==> src/sv/che_pkg.sv <==
`timescale 1ns / 1ps
`default_nettype none

package che_pkg;

    // Parameter defaults
    localparam int BIN_COUNT_DEF  = 256;
    localparam int COUNT_BITS_DEF = 32;

    // Fixed field widths
    localparam int OUT_BITS = 32;

    // Item kinds
    localparam logic [1:0] KIND_ACC   = 2'd0;
    localparam logic [1:0] KIND_READ  = 2'd1;
    localparam logic [1:0] KIND_CLEAR = 2'd2;

    // Channel select codes
    localparam logic [1:0] CH_RED   = 2'd0;
    localparam logic [1:0] CH_GREEN = 2'd1;
    localparam logic [1:0] CH_BLUE  = 2'd2;
    localparam logic [1:0] CH_ALPHA = 2'd3;

    typedef struct packed {
        logic [1:0] kind;
        logic       first_pixel;
        logic [7:0] red;
        logic [7:0] green;
        logic [7:0] blue;
        logic [7:0] alpha;
        logic [7:0] bin_index;
    } t_item;

    typedef struct packed {
        logic [OUT_BITS-1:0] bin_count;
        logic [OUT_BITS-1:0] largest_count;
    } t_result;

    // Classified command handed from front to back
    typedef struct packed {
        logic [1:0] kind;
        logic       first;
        logic       in_range;
        logic [7:0] bin;
    } t_cmd;

    // Back-end status seen by the front end
    typedef struct packed {
        logic clearing;
    } t_back_status;

    localparam int RESULT_BITS = $bits(t_result);
    localparam int CMD_BITS    = $bits(t_cmd);

endpackage

`default_nettype wire

==> src/sv/che_fifo.sv <==
`timescale 1ns / 1ps
`default_nettype none

// Two-entry queue; a push while full is refused.
module che_fifo #(
    parameter int WIDTH = che_pkg::RESULT_BITS
) (
    input  wire logic             i_clk,
    input  wire logic             i_rst_n,
    input  wire logic             i_push,
    input  wire logic [WIDTH-1:0] i_data,
    output logic                  o_full,
    input  wire logic             i_pop,
    output logic                  o_empty,
    output logic      [WIDTH-1:0] o_data
);

    logic [WIDTH-1:0] r_data [2];
    logic             r_wptr;
    logic             r_rptr;
    logic [1:0]       r_count;
    logic             n_wptr;
    logic             n_rptr;
    logic [1:0]       n_count;
    logic             do_push;
    logic             do_pop;

    assign o_full  = (r_count == 2'd2);
    assign o_empty = (r_count == 2'd0);
    assign o_data  = r_data[r_rptr];
    assign do_push = i_push && !o_full;
    assign do_pop  = i_pop && !o_empty;

    always_comb begin
        n_wptr  = do_push ? ~r_wptr : r_wptr;
        n_rptr  = do_pop ? ~r_rptr : r_rptr;
        n_count = r_count;
        if (do_push && !do_pop) begin
            n_count = r_count + 2'd1;
        end else if (do_pop && !do_push) begin
            n_count = r_count - 2'd1;
        end
    end

    always_ff @(posedge i_clk) begin
        if (!i_rst_n) begin
            r_wptr  <= 1'b0;
            r_rptr  <= 1'b0;
            r_count <= 2'd0;
        end else begin
            r_wptr  <= n_wptr;
            r_rptr  <= n_rptr;
            r_count <= n_count;
        end
    end

    always_ff @(posedge i_clk) begin
        if (do_push) begin
            r_data[r_wptr] <= i_data;
        end
    end

endmodule

`default_nettype wire

==> config.mk <==
export PLATFORM = sky130hd
export DESIGN_NAME = che_fifo
export DESIGN_NICKNAME = d
export VERILOG_FILES = /design/src/sv/che_pkg.sv /design/src/sv/che_fifo.sv
export SDC_FILE = /design/constraint.sdc
export NUM_CORES = 1
export LEC_CHECK = 0
export BUFFER_PORTS_ARGS = -buffer_cell sky130_fd_sc_hd__buf_2
export CORE_UTILIZATION = 35
export CTS_BUF_LIST = sky130_fd_sc_hd__clkbuf_8
export DETAILED_ROUTE_END_ITERATION = 16
export GPL_TIMING_DRIVEN = 0
export HOLD_SLACK_MARGIN = 0.06
export SLEW_MARGIN = 20
export SYNTH_ARGS = -nofsm -noshare
export SYNTH_HDL_FRONTEND = slang
export SYNTH_SLANG_ARGS = --single-unit
export TNS_END_PERCENT = 50
==> constraint.sdc <==
create_clock -name i_clk -period 4.2 [get_ports i_clk]
set_input_delay 0.42 -clock i_clk [delete_from_list [all_inputs] [get_ports i_clk]]
set_output_delay 0.42 -clock i_clk [all_outputs]
set_load 0.02 [all_outputs]
==> run metrics <==
DR pass1 iterations 4; dpl hpwl between 5000 and 6000 µm; power per cell area between 600 and 700 nW/µm²; clock tree from TritonCTS done; Inst Count DP roughly 540; CTS Hold Bufs 0; post-synth top area share between 70% and 80%; FP Rows 42; Clock Sinks approximately 130; via density per instance 4.45; clk_skew about 6.2 ps; Primary FF master, synth edfxtp_1; number of synthesized flops with an enable pin approximately 130; worst vdd ir slightly above 300 µV; first-pass GRT wire length 13600 µm; Post-CTS Resized 0; Hold WS 176 ps; Post-synth top cells edfxtp_1 (128), mux2_2 (64), buf_6 (6); final cycle utilization of the critical path between 50% and 60%; Reg power frac 44.5%; Final Util 46.4%; f_max 455 MHz; static leakage 2.34 nW; Avg Cell Area, Syn 21.7 µm²; final setup fails 0; path depth of the worst reg2reg path 6; Yosys reg bits between 100 and 150; Int Power about 2.7 mW; net switching power figure approximately 1.1 mW; Yosys cell types 21; filler cell count 1196; placed inst area slightly below 6000 µm²; synth top area cells edfxtp_1 (79%), mux2_2 (15%), dfxtp_1 (2.1%), buf_6 (1.4%), and2_1 (0.39%); sw frac about 30%; full die area 14400 µm²; design area approximately 6200 µm²; Die Width 120 µm; post-synth net total ~300; Comb pwr share just under 30%; clock share of power 25.9%; postcts setup bufs 0; Longest Clk Path Bufs 2; synthesized cell area between 4000 and 5000 µm²; CTS Buf Count 17; Die Span Y 120 µm; layout cells sized above 1 ~60%; reg2reg end r_data[0][50]; hold depth 1; critical path startpoint category register; Detail Route Antenna Nets 0; Overflow after GRT 0; Initial DRC Count between 100 and 150; Final #Nets between 400 and 500; antenna violations before repair 0; Port Buffers 133; Rel. slew slack between 60% and 70%; asr flop ratio synth 0%; WL/cell ~15 µm; Post-Synthesis Cells between 200 and 250; Hold Crit Start i_data[2]; Final GP Congestion ~0.65; # diodes 0; core box area 13400 µm²; Worst EP required 3780 ps; CTS root buf clkbuf_8; Final Hold Viols 0; Worst Setup End Kind output port; FF-to-FF Start r_count[0]; detailed-route via count around 2500; sequential area share after synthesis between 80% and 90%; Final Max Slew Viols 0; largest net degree at the start of global routing 35; GRT Total Usage approximately 13%; Final Critical Period ~2200 ps; MaxCap Viol Count 0; Initial Util ~36%; Finished Layout Cells approximately 570; synth warn 0; Crit Path Max Fanout 10; status completed; count leader, synth edfxtp_1; H-tree depth 4; Worst R2R Setup Slack 2440 ps; Skew-Pair Late Insertion Delay roughly 430 ps; vias in the first global route roughly 2700; Post-Route WL slightly below 9000 µm; Area Overhead vs Synth 27.7%; total power approximately 3.8 mW; clock-pin slew on the worst setup and hold paths 70 ps; post-synth top area cell edfxtp_1; Hold Path Sink r_data[1][2]; Worst Hold Class in2reg; CP Class reg2out; io pins 134; Critical Path AT approximately 1800 ps; RSZ-0062 raised after global routing false; DRC viols 0; Slew @ Worst Pin 471 ps
[flip-flops by register name, summed over array words and instances (netlist names), named ones only]
register  cells
r_data      128
r_count       2
r_rptr        1
r_wptr        1
[power groups by stage]
stage | Combinational [mW] | Clock (mW) | Sequential [mW]
after global placement | 1.10 | 0 | 1.75
after global routing | 1.22 | 1.08 | 1.72
after CTS | 1.16 | 1.03 | 1.71
after floorplan | 0.772 | 0 | 1.74
after detailed placement | 1.16 | 0 | 1.74
final | 1.14 | 0.993 | 1.71
[through the flow]
step	TNS, ps	worst slack, ps
after global routing	0	1860
after CTS	0	1920
final	0	2000
after global placement	-57500	-891
after detailed placement	0	2420
after floorplan	0	603
[critical path, cell delays in order, from the launching register on]
cell,delay [ps]
dfxtp_1,310
buf_2,330
buf_6,210
mux2_2,350
buf_2,160
[worst max path at each step]
stage               endpoint  cells past startpoint
2_1_floorplan   r_data[0][0]                      3
3_3_place_gp   r_data[0][52]                      3
3_5_place_dp       o_data[7]                      4
4_1_cts            o_data[7]                      4
5_1_grt           o_data[25]                      4
6_report           o_data[7]                      4
[cells in the final DEF (no fill, tap or decap), drive strengths merged, types with 2 or more instances in the layout]
cell type and instances:
xnor2 2, clkinv 5, a21boi 2, edfxtp 128, buf 146, inv 6, and2 3, bufinv 3
clkbuf 17, o21ai 2, mux2 64, dfxtp 5, nor2 2
[layout make-up]
cell class	count	area [µm²]	area share, %
multi-input cells	82	858	13.8
clock inverters	12	125	2.01
inverters	2	7.51	0.121
flip-flops and latches	133	3940	63.4
plain buffers	7	72.6	1.17
well taps	176	220	3.54
clock buffers	17	234	3.76
repair buffers	139	757	12.2
[kinds of logic after synthesis]
family	count (synthesis)	synth area share (%)
AO/OA/AOI/OAI	5	0.668
XOR/XNOR	3	0.540
adder cells (fa/ha/maj)	1	0.257
buffers and inverters	9	1.64
flip-flops	133	81.0
multiplexers	64	14.8
AND/OR/NAND/NOR	9	1.13
[routing by layer]
| layer | part of all wire [%] | GRT usage [%] |
|---|---|---|
| met4 | 1.9 | 6.80 |
| met3 | 7.3 | 5.80 |
| met5 | 0 | 0 |
| met1 | 40 | 14.2 |
| met2 | 51 | 21.2 |
(Power assumes the default switching activity.)
