File: src/sv/che_pkg.sv
`timescale 1ns / 1ps
`default_nettype none

package che_pkg;

    // Parameter defaults
    localparam int BIN_COUNT_DEF  = 256;
    localparam int COUNT_BITS_DEF = 32;

    // Fixed field widths
    localparam int OUT_BITS = 32;

    // Item kinds
    localparam logic [1:0] KIND_ACC   = 2'd0;
    localparam logic [1:0] KIND_READ  = 2'd1;
    localparam logic [1:0] KIND_CLEAR = 2'd2;

    // Channel select codes
    localparam logic [1:0] CH_RED   = 2'd0;
    localparam logic [1:0] CH_GREEN = 2'd1;
    localparam logic [1:0] CH_BLUE  = 2'd2;
    localparam logic [1:0] CH_ALPHA = 2'd3;

    typedef struct packed {
        logic [1:0] kind;
        logic       first_pixel;
        logic [7:0] red;
        logic [7:0] green;
        logic [7:0] blue;
        logic [7:0] alpha;
        logic [7:0] bin_index;
    } t_item;

    typedef struct packed {
        logic [OUT_BITS-1:0] bin_count;
        logic [OUT_BITS-1:0] largest_count;
    } t_result;

    // Classified command handed from front to back
    typedef struct packed {
        logic [1:0] kind;
        logic       first;
        logic       in_range;
        logic [7:0] bin;
    } t_cmd;

    // Back-end status seen by the front end
    typedef struct packed {
        logic clearing;
    } t_back_status;

    localparam int RESULT_BITS = $bits(t_result);
    localparam int CMD_BITS    = $bits(t_cmd);

endpackage

`default_nettype wire

File: src/sv/che_fifo.sv
`timescale 1ns / 1ps
`default_nettype none

// Two-entry queue; a push while full is refused.
module che_fifo #(
    parameter int WIDTH = che_pkg::RESULT_BITS
) (
    input  wire logic             i_clk,
    input  wire logic             i_rst_n,
    input  wire logic             i_push,
    input  wire logic [WIDTH-1:0] i_data,
    output logic                  o_full,
    input  wire logic             i_pop,
    output logic                  o_empty,
    output logic      [WIDTH-1:0] o_data
);

    logic [WIDTH-1:0] r_data [2];
    logic             r_wptr;
    logic             r_rptr;
    logic [1:0]       r_count;
    logic             n_wptr;
    logic             n_rptr;
    logic [1:0]       n_count;
    logic             do_push;
    logic             do_pop;

    assign o_full  = (r_count == 2'd2);
    assign o_empty = (r_count == 2'd0);
    assign o_data  = r_data[r_rptr];
    assign do_push = i_push && !o_full;
    assign do_pop  = i_pop && !o_empty;

    always_comb begin
        n_wptr  = do_push ? ~r_wptr : r_wptr;
        n_rptr  = do_pop ? ~r_rptr : r_rptr;
        n_count = r_count;
        if (do_push && !do_pop) begin
            n_count = r_count + 2'd1;
        end else if (do_pop && !do_push) begin
            n_count = r_count - 2'd1;
        end
    end

    always_ff @(posedge i_clk) begin
        if (!i_rst_n) begin
            r_wptr  <= 1'b0;
            r_rptr  <= 1'b0;
            r_count <= 2'd0;
        end else begin
            r_wptr  <= n_wptr;
            r_rptr  <= n_rptr;
            r_count <= n_count;
        end
    end

    always_ff @(posedge i_clk) begin
        if (do_push) begin
            r_data[r_wptr] <= i_data;
        end
    end

endmodule

`default_nettype wire

File: src/sv/che_front.sv
`timescale 1ns / 1ps
`default_nettype none

// Accept items, pick the bin byte, and queue classified commands.
module che_front #(
    parameter int BIN_COUNT = che_pkg::BIN_COUNT_DEF
) (
    input  wire logic                  i_clk,
    input  wire logic                  i_rst_n,
    input  wire logic                  i_push,
    output logic                       o_full,
    input  wire che_pkg::t_item        i_item,
    input  wire logic                  i_cfg_valid,
    output logic                       o_cfg_ready,
    input  wire logic [1:0]            i_cfg_data,
    input  wire che_pkg::t_back_status i_status,
    input  wire logic                  i_cmd_pop,
    output logic                       o_cmd_valid,
    output che_pkg::t_cmd              o_cmd
);

    logic [1:0]    r_channel;
    logic [7:0]    sel_byte;
    logic [7:0]    cmd_byte;
    logic          q_full;
    logic          q_empty;
    logic          accept;
    che_pkg::t_cmd cmd_in;
    logic [che_pkg::CMD_BITS-1:0] q_out;

    assign o_cfg_ready = 1'b1;
    assign o_full      = q_full || i_status.clearing;
    assign accept      = i_push && !o_full;
    assign o_cmd_valid = !q_empty;
    assign o_cmd       = che_pkg::t_cmd'(q_out);

    always_ff @(posedge i_clk) begin
        if (!i_rst_n) begin
            r_channel <= che_pkg::CH_RED;
        end else if (i_cfg_valid) begin
            r_channel <= i_cfg_data;
        end
    end

    always_comb begin
        case (r_channel)
            che_pkg::CH_RED:   sel_byte = i_item.red;
            che_pkg::CH_GREEN: sel_byte = i_item.green;
            che_pkg::CH_BLUE:  sel_byte = i_item.blue;
            che_pkg::CH_ALPHA: sel_byte = i_item.alpha;
            default:           sel_byte = i_item.red;
        endcase
        cmd_byte = (i_item.kind == che_pkg::KIND_ACC) ? sel_byte : i_item.bin_index;
        cmd_in.kind     = i_item.kind;
        cmd_in.first    = i_item.first_pixel;
        cmd_in.bin      = cmd_byte;
        cmd_in.in_range = (32'(cmd_byte) < BIN_COUNT);
    end

    che_fifo #(
        .WIDTH (che_pkg::CMD_BITS)
    ) u_cmd_q (
        .i_clk   (i_clk),
        .i_rst_n (i_rst_n),
        .i_push  (accept),
        .i_data  (cmd_in),
        .o_full  (q_full),
        .i_pop   (i_cmd_pop),
        .o_empty (q_empty),
        .o_data  (q_out)
    );

endmodule

`default_nettype wire

File: config.mk
export PLATFORM = sky130hd
export DESIGN_NAME = che_front
export DESIGN_NICKNAME = d
export VERILOG_FILES = /design/src/sv/che_pkg.sv /design/src/sv/che_fifo.sv /design/src/sv/che_front.sv
export SDC_FILE = /design/constraint.sdc
export NUM_CORES = 1
export LEC_CHECK = 0
export ABC_AREA = 1
export BUFFER_PORTS_ARGS = -buffer_cell sky130_fd_sc_hd__buf_4
export CAP_MARGIN = 5
export CORE_ASPECT_RATIO = 1.75
export CORE_MARGIN = 8
export CORE_UTILIZATION = 35
export CTS_CLUSTER_SIZE = 8
export DETAILED_ROUTE_END_ITERATION = 7
export SLEW_MARGIN = 30
export SYNTH_ARGS = -nofsm -noshare
export SYNTH_HDL_FRONTEND = slang
export SYNTH_HIERARCHICAL = 1
export SYNTH_SLANG_ARGS = --single-unit
File: constraint.sdc
create_clock -name i_clk -period 3.1 [get_ports i_clk]
set_clock_uncertainty 0.2 [all_clocks]
set_input_delay 0.31 -clock i_clk [delete_from_list [all_inputs] [get_ports i_clk]]
set_output_delay 0.31 -clock i_clk [all_outputs]
set_load 0.02 [all_outputs]
==> key figures, run 1 <==
Outcome
  • Status: finished clean

Routing
  • Drt wl/cell: 12.6 µm
  • Drt drc: 0
  • Initial DRC count: 16
  • First-pass DRT Iterations: 3
  • Vias per std cell: 4.66
  • Total number of vias: 1356
  • Detailed Route WL: 3670 µm
  • Post-route ant nets: 0

STA
  • Slew @ Worst Pin: 0.552 ns
  • Slew HR: 0.632
  • Fin worst setup slack: 1.08 ns
  • Final Slew Violations: 0
  • Period Utilization, post-route: 0.650
  • Fin. Hold Viols: 0
  • Setup TNS Final: 0 ns
  • Endpoints failing setup: 0
  • Highest Clock Rate: 496 MHz
  • RSZ-0062 raised after global routing: no
  • Min Clock Period, post-route: 2.02 ns

Synthesis
  • Synth top area share: 0.449
  • Gate count after technology mapping: 170
  • Synth area leaders: edfxtp_1, dfxtp_1, nand2_1, mux2_2, nand3_1
  • Yosys cell types: 22
  • Largest area contributor in the netlist: edfxtp_1
  • Post-synth ARST share: 0
  • Yosys warns: 6
  • Synth Cell Area: 1610 µm²
  • Part of the Yosys area used for sequential elements: 0.536
  • Most common flop cell mapped by yosys: edfxtp_1
  • Post-synth EDFFs: 24
  • FF+latch count, synth: 31
  • Syn_area_per_cell: ~9.4 µm²

Layout
  • N_diodes: 0
  • Net count, final: 291
  • Most frequent cells in the layout: buf_4, nand2_1, edfxtp_1, nand3_1, inv_1
  • Share of cells above drive strength 1: 0.375
  • Area delta synth->final: 36.9%
  • Filler cells: roughly 440
  • Commonest non-fill, non-tap cell in the layout: buf_4

Setup path
  • Critical path arrival: ~1.5 ns
  • WS Path Type: flop to output pin
  • Crit end category: output pin
  • Worst Path Required: 2.59 ns
  • Startpoint Class: flop
  • Crit Path Max Fanout: 12

CTS
  • Clock slew seen by the registers of the worst setup and hold paths: 0.06 ns
  • Root buffer cell: clkbuf_8
  • Clk buf depth: 2
  • CTS tree: built
  • Setup Fix Bufs, Post-CTS: 0
  • CTS buffer count: 5
  • CTS resizes: 0
  • # hold bufs at CTS: 0
  • H-tree levels: 2
  • Worst-Skew Late Latency: 0.27 ns
  • CTS Sinks: 31

Placement
  • Post-DP HPWL: 2950 µm
  • Pre-CTS WS: 1.21 ns
  • Routability Congestion: 0.761
  • Buffers on Ports: 64

Die
  • DIE HEIGHT: 106 µm
  • Die W: between 60 and 70 µm
  • Core area: 4400 µm²
  • Initial Util: 0.364
  • Die Footprint: 7100 µm²
  • Num rows: 32
  • # IOs: 66

Power
  • Peak supply drop: ~0.33 mV
  • PD cells: 571 nW/µm²
  • Leak pwr: 0.996 nW

Global routing
  • Initial antenna violation count: 0
  • Total track usage: 0.108
  • Grt total ovfl: 0
  • First-pass GRT wire length: 5980 µm
  • Vias in the first global route: 1387
  • Largest net degree at the start of global routing: 17

Worst hold path
  • Min-delay worst type: input port to flop

Flow run
  • Number of max-cap violations: 0
-- kinds of logic after synthesis --
family,share of synthesized area
mux,0.0842
simple gates,0.192
buf+inv,0.0881
compound gates,0.0896
flops,0.536
other cells,0.00234
fa+ha+maj,0.00779
-- path summary, 6_finish.rpt --
kind,startpoint,end,slack (ns),cells after the start
setup / recovery,flop,o_cmd[0],1.08,2
hold / removal,i_item[40],u_cmd_q/r_data[1][9]$_DFFE_PP_,0.03,1
setup reg to reg,u_cmd_q/r_count[0]$_SDFFE_PN0P_,u_cmd_q/r_count[1]$_SDFFE_PN0P_,1.22,11
hold reg to reg,u_cmd_q/r_wptr$_SDFFE_PN0P_,u_cmd_q/r_wptr$_SDFFE_PN0P_,0.31,2
-- report_power, final --
part | internal (W) | switching [W]
clock network | 0.000152 | 0.000130
logic | 0.000203 | 0.000217
registers | 0.000507 | 0.0000455
total | 0.000862 | 0.000392
-- worst max-delay path: stages, from the launching register on --
cell and delay [ns]:
dfxtp_1 0.66, mux2_2 0.41, buf_4 0.16
-- layer usage --
layer,GRT usage,share of wire,up-vias
met2,0.195,0.53,43
met3,0.0424,0.081,6
met1,0.102,0.37,602
met5,0,0,-
met4,0.0481,0.022,0
li1,-,-,705
-- state kept, by name, indices dropped and copies added (netlist names), named ones only --
name	flops
u_cmd_q/r_data	24
u_cmd_q/r_rptr	1
r_channel	2
u_cmd_q/r_count	2
u_cmd_q/r_wptr	1
-- through the flow --
| step | cells | area (µm²) | power, W | hold WS, ns | util |
|---|---|---|---|---|---|
| after floorplan | 172 | 1610 | 0.000822 | 0.209 | - |
| after global placement | 283 | 2120 | 0.000984 | 0.284 | 0.481 |
| after detailed placement | 283 | 2120 | 0.000989 | 0.296 | 0.481 |
| after CTS | 291 | 2200 | 0.00128 | 0.0165 | 0.499 |
| after global routing | 291 | 2200 | 0.00133 | 0.0199 | 0.499 |
| final | 291 | 2200 | 0.00125 | 0.0257 | 0.499 |
-- cell usage after synthesis (all sizes together) (2+ instances only) --
master	number
o21bai	8
buf	6
nor2	13
mux2	12
nand3	20
dfxtp	7
inv	23
o21ai	5
or2	2
a21oi	11
nand2	36
edfxtp	24
-- cell type report --
type | instances | area, µm² | area share
clock buffer | 6 | 72.6 | 0.0330
inverter | 23 | 86.3 | 0.0393
multi-input combinational | 112 | 611 | 0.278
clock inverter | 2 | 7.51 | 0.00342
timing repair buffer | 66 | 495 | 0.226
tap | 51 | 63.8 | 0.0290
sequential | 31 | 861 | 0.392
No activity file was read; power rests on OpenSTA's default activity.
==> run 2: changes to the inputs <==
- clock period: 3.1 -> 2.1 ns (I/O delays scaled with it)
==> key figures, run 2 (same netlist as run 1, synthesis figures left out) <==
Routing
  • First-pass DRT Iterations: 4 (+1)
  • Post-route ant nets: 0 (unchanged)
  • Drt wl/cell: 12.9 µm (+2.0%)
  • Total number of vias: 1354 (-0.15%)
  • Detailed Route WL: 3810 µm (+3.7%)
  • Vias per std cell: 4.57 (-1.8%)
  • Initial DRC count: 9 (-7)
  • Drt drc: 0 (unchanged)

STA
  • Slew @ Worst Pin: 0.567 ns (+0.0144 ns)
  • Setup TNS Final: 0 ns (unchanged)
  • Min Clock Period, post-route: approximately 1.9 ns
  • Slew HR: 0.622 (-0.00958)
  • Highest Clock Rate: 528 MHz
  • Endpoints failing setup: 0 (unchanged)
  • Period Utilization, post-route: 0.901
  • Fin. Hold Viols: 0 (unchanged)
  • Final Slew Violations: 0 (unchanged)
  • RSZ-0062 raised after global routing: no

Layout
  • Net count, final: 296 (+1.7%)
  • Max reg flops: 24 (unchanged)
  • Area delta synth->final: 39.9%
  • Share of cells above drive strength 1: 0.376 (+0.000510)
  • Most frequent cells in the layout: buf_4, nand2_1, edfxtp_1, nand3_1, inv_1
  • Reg with most FFs: u_cmd_q/r_data
  • N_diodes: 0 (unchanged)
  • Commonest non-fill, non-tap cell in the layout: buf_4
  • Design area: 2250 µm² (+2.2%)
  • Top Registers: u_cmd_q/r_data x24, r_channel x2, u_cmd_q/r_count x2

Setup path
  • R2R Path Start: u_cmd_q/r_count[0]$_SDFFE_PN0P_
  • R2R cell count: 11 (unchanged)
  • Crit path to: u_cmd_q/r_count[1]$_SDFFE_PN0P_
  • Worst Path Required: 2.12 ns (-0.47 ns)
  • Worst reg2reg path endpoint: u_cmd_q/r_count[1]$_SDFFE_PN0P_
  • WS Path Type: flop to flop
  • Startpoint Class: flop
  • Critical path arrival: 1.91 ns (+0.40 ns)
  • Flop2flop setup slack: 0.21 ns (-1.01 ns)
  • Crit end category: flop
  • Crit Path Max Fanout: 5 (-7)
  • CP startpoint: u_cmd_q/r_count[0]$_SDFFE_PN0P_

CTS
  • Worst-Skew Late Latency: 0.28 ns (about the same)
  • H-tree levels: 2 (unchanged)
  • Root buffer cell: clkbuf_8
  • Setup Fix Bufs, Post-CTS: 0 (unchanged)
  • Clk buf depth: 2 (unchanged)
  • CTS buffer count: 5 (unchanged)
  • CTS Sinks: 31 (unchanged)
  • Clock slew seen by the registers of the worst setup and hold paths: 0.06 ns (about the same)
  • CTS tree: built

Placement
  • Buffers on Ports: 64 (unchanged)
  • Area after DPL: 2120 µm² (+0.35%)
  • Routability Congestion: 0.792 (+4.1%)
  • Post-DP HPWL: 3050 µm (+3.4%)

Global routing
  • First-pass GRT wire length: 6220 µm (+4.2%)
  • Vias in the first global route: 1405 (+1.3%)
  • Largest net degree at the start of global routing: 17 (unchanged)
  • Total track usage: 0.115 (+0.00634)
  • Initial antenna violation count: 0 (unchanged)
  • Grt total ovfl: 0 (unchanged)

Worst hold path
  • WHS Path Cells: 3 (+2)
  • Min-delay worst type: input port to flop

Power
  • Net switching power figure: 0.000599 W (+53%)
  • Part of the power in registers: 0.418 (-0.022)
  • Switching part of the total: 0.318 (+0.00498)
  • Clk pwr share: 0.231 (+0.006)
  • Combinational share of power: 0.350 (+0.015)
  • Peak supply drop: 0.499 mV (+49%)
  • Int Power: 0.00129 W (+49%)
  • PD cells: 840 nW/µm² (+47%)
  • Total power: 0.00189 W (+50%)
  • Leak pwr: 1.02 nW (+2.4%)

Outcome
  • Status: finished clean

Flow run
  • Number of max-cap violations: 0 (unchanged)

Die
  • Die W: 67.2 µm (unchanged)
  • DIE HEIGHT: 106 µm (unchanged)
  • Die Footprint: 7100 µm² (unchanged)
  • Initial Util: 0.364 (unchanged)
  • Core area: 4400 µm² (unchanged)
  • Num rows: 32 (unchanged)
  • # IOs: 66 (unchanged)
run 2: cell count changes in the layout (fill, tap and decap cells not counted):
cell           change
dlygate4sd3_1      +4
buf_4              +1
clkinv_2           +1
clkinv_1           -1
run 2: power groups by stage:
stage	combinational [W]	sequential (W)	clock [W]
6_report	0.000661	0.000789	0.000436
5_1_grt	0.000725	0.000800	0.000480
4_1_cts	0.000676	0.000790	0.000456
3_5_place_dp	0.000666	0.000804	0
3_3_place_gp	0.000661	0.000800	0
2_1_floorplan	0.000419	0.000794	0
run 2: layer usage:
layer / wire, µm / GRT usage
met1: 1430 / 0.113
met2: 2040 / 0.201
met3: 263 / 0.0392
met4: 77 / 0.0586
met5: 0 / 0
run 2: critical path: stages (launching register included):
cell,delay (ns)
dfxtp_1,0.41
nor2_1,0.07
or2_2,0.28
nor2_1,0.11
o21ai_2,0.09
inv_1,0.09
ha_1,0.26
inv_1,0.08
nand3_1,0.08
nand2_1,0.06
inv_1,0.03
nor2_1,0.08
run 2: worst min-delay path by stage:
stage	startpoint	end	slack [ns]
3_3_place_gp	i_item[40]	u_cmd_q/r_data[0][9]$_DFFE_PP_	0.20
5_1_grt	i_item[4]	u_cmd_q/r_data[1][4]$_DFFE_PP_	0.008
2_1_floorplan	i_item[41]	u_cmd_q/r_data[0][10]$_DFFE_PP_	0.11
3_5_place_dp	i_item[40]	u_cmd_q/r_data[1][9]$_DFFE_PP_	0.20
6_report	i_cfg_valid	r_channel[1]$_SDFFE_PN0P_	0.01
4_1_cts	i_cfg_valid	r_channel[1]$_SDFFE_PN0P_	0.003
run 2: layout make-up:
type / instances / area (µm²)
Fill cell: 452 / 2160
Clock inverter: 2 / 8.76
Clock buffer: 6 / 72.6
Sequential cell: 31 / 861
Timing Repair Buffer: 71 / 543
Multi-Input combinational cell: 112 / 611
Inverter: 23 / 86.3
Tap cell: 51 / 63.8
run 2: metrics by stage:
step | setup slack (ns) | cells | hold slack [ns] | utilization
detailed placement | 0.209 | 284 | 0.203 | 0.482
finish | 0.207 | 296 | 0.0109 | 0.510
CTS | 0.193 | 296 | 0.00296 | 0.510
global placement | 0.255 | 284 | 0.200 | 0.482
floorplan | -0.0107 | 172 | 0.109 | -
global route | 0.0504 | 296 | 0.00816 | 0.510
run 2: repair_timing:
item	in CTS	in global routing
resized for setup	0	0
hold buffers	4	0
endpoints found under the hold margin	7	0
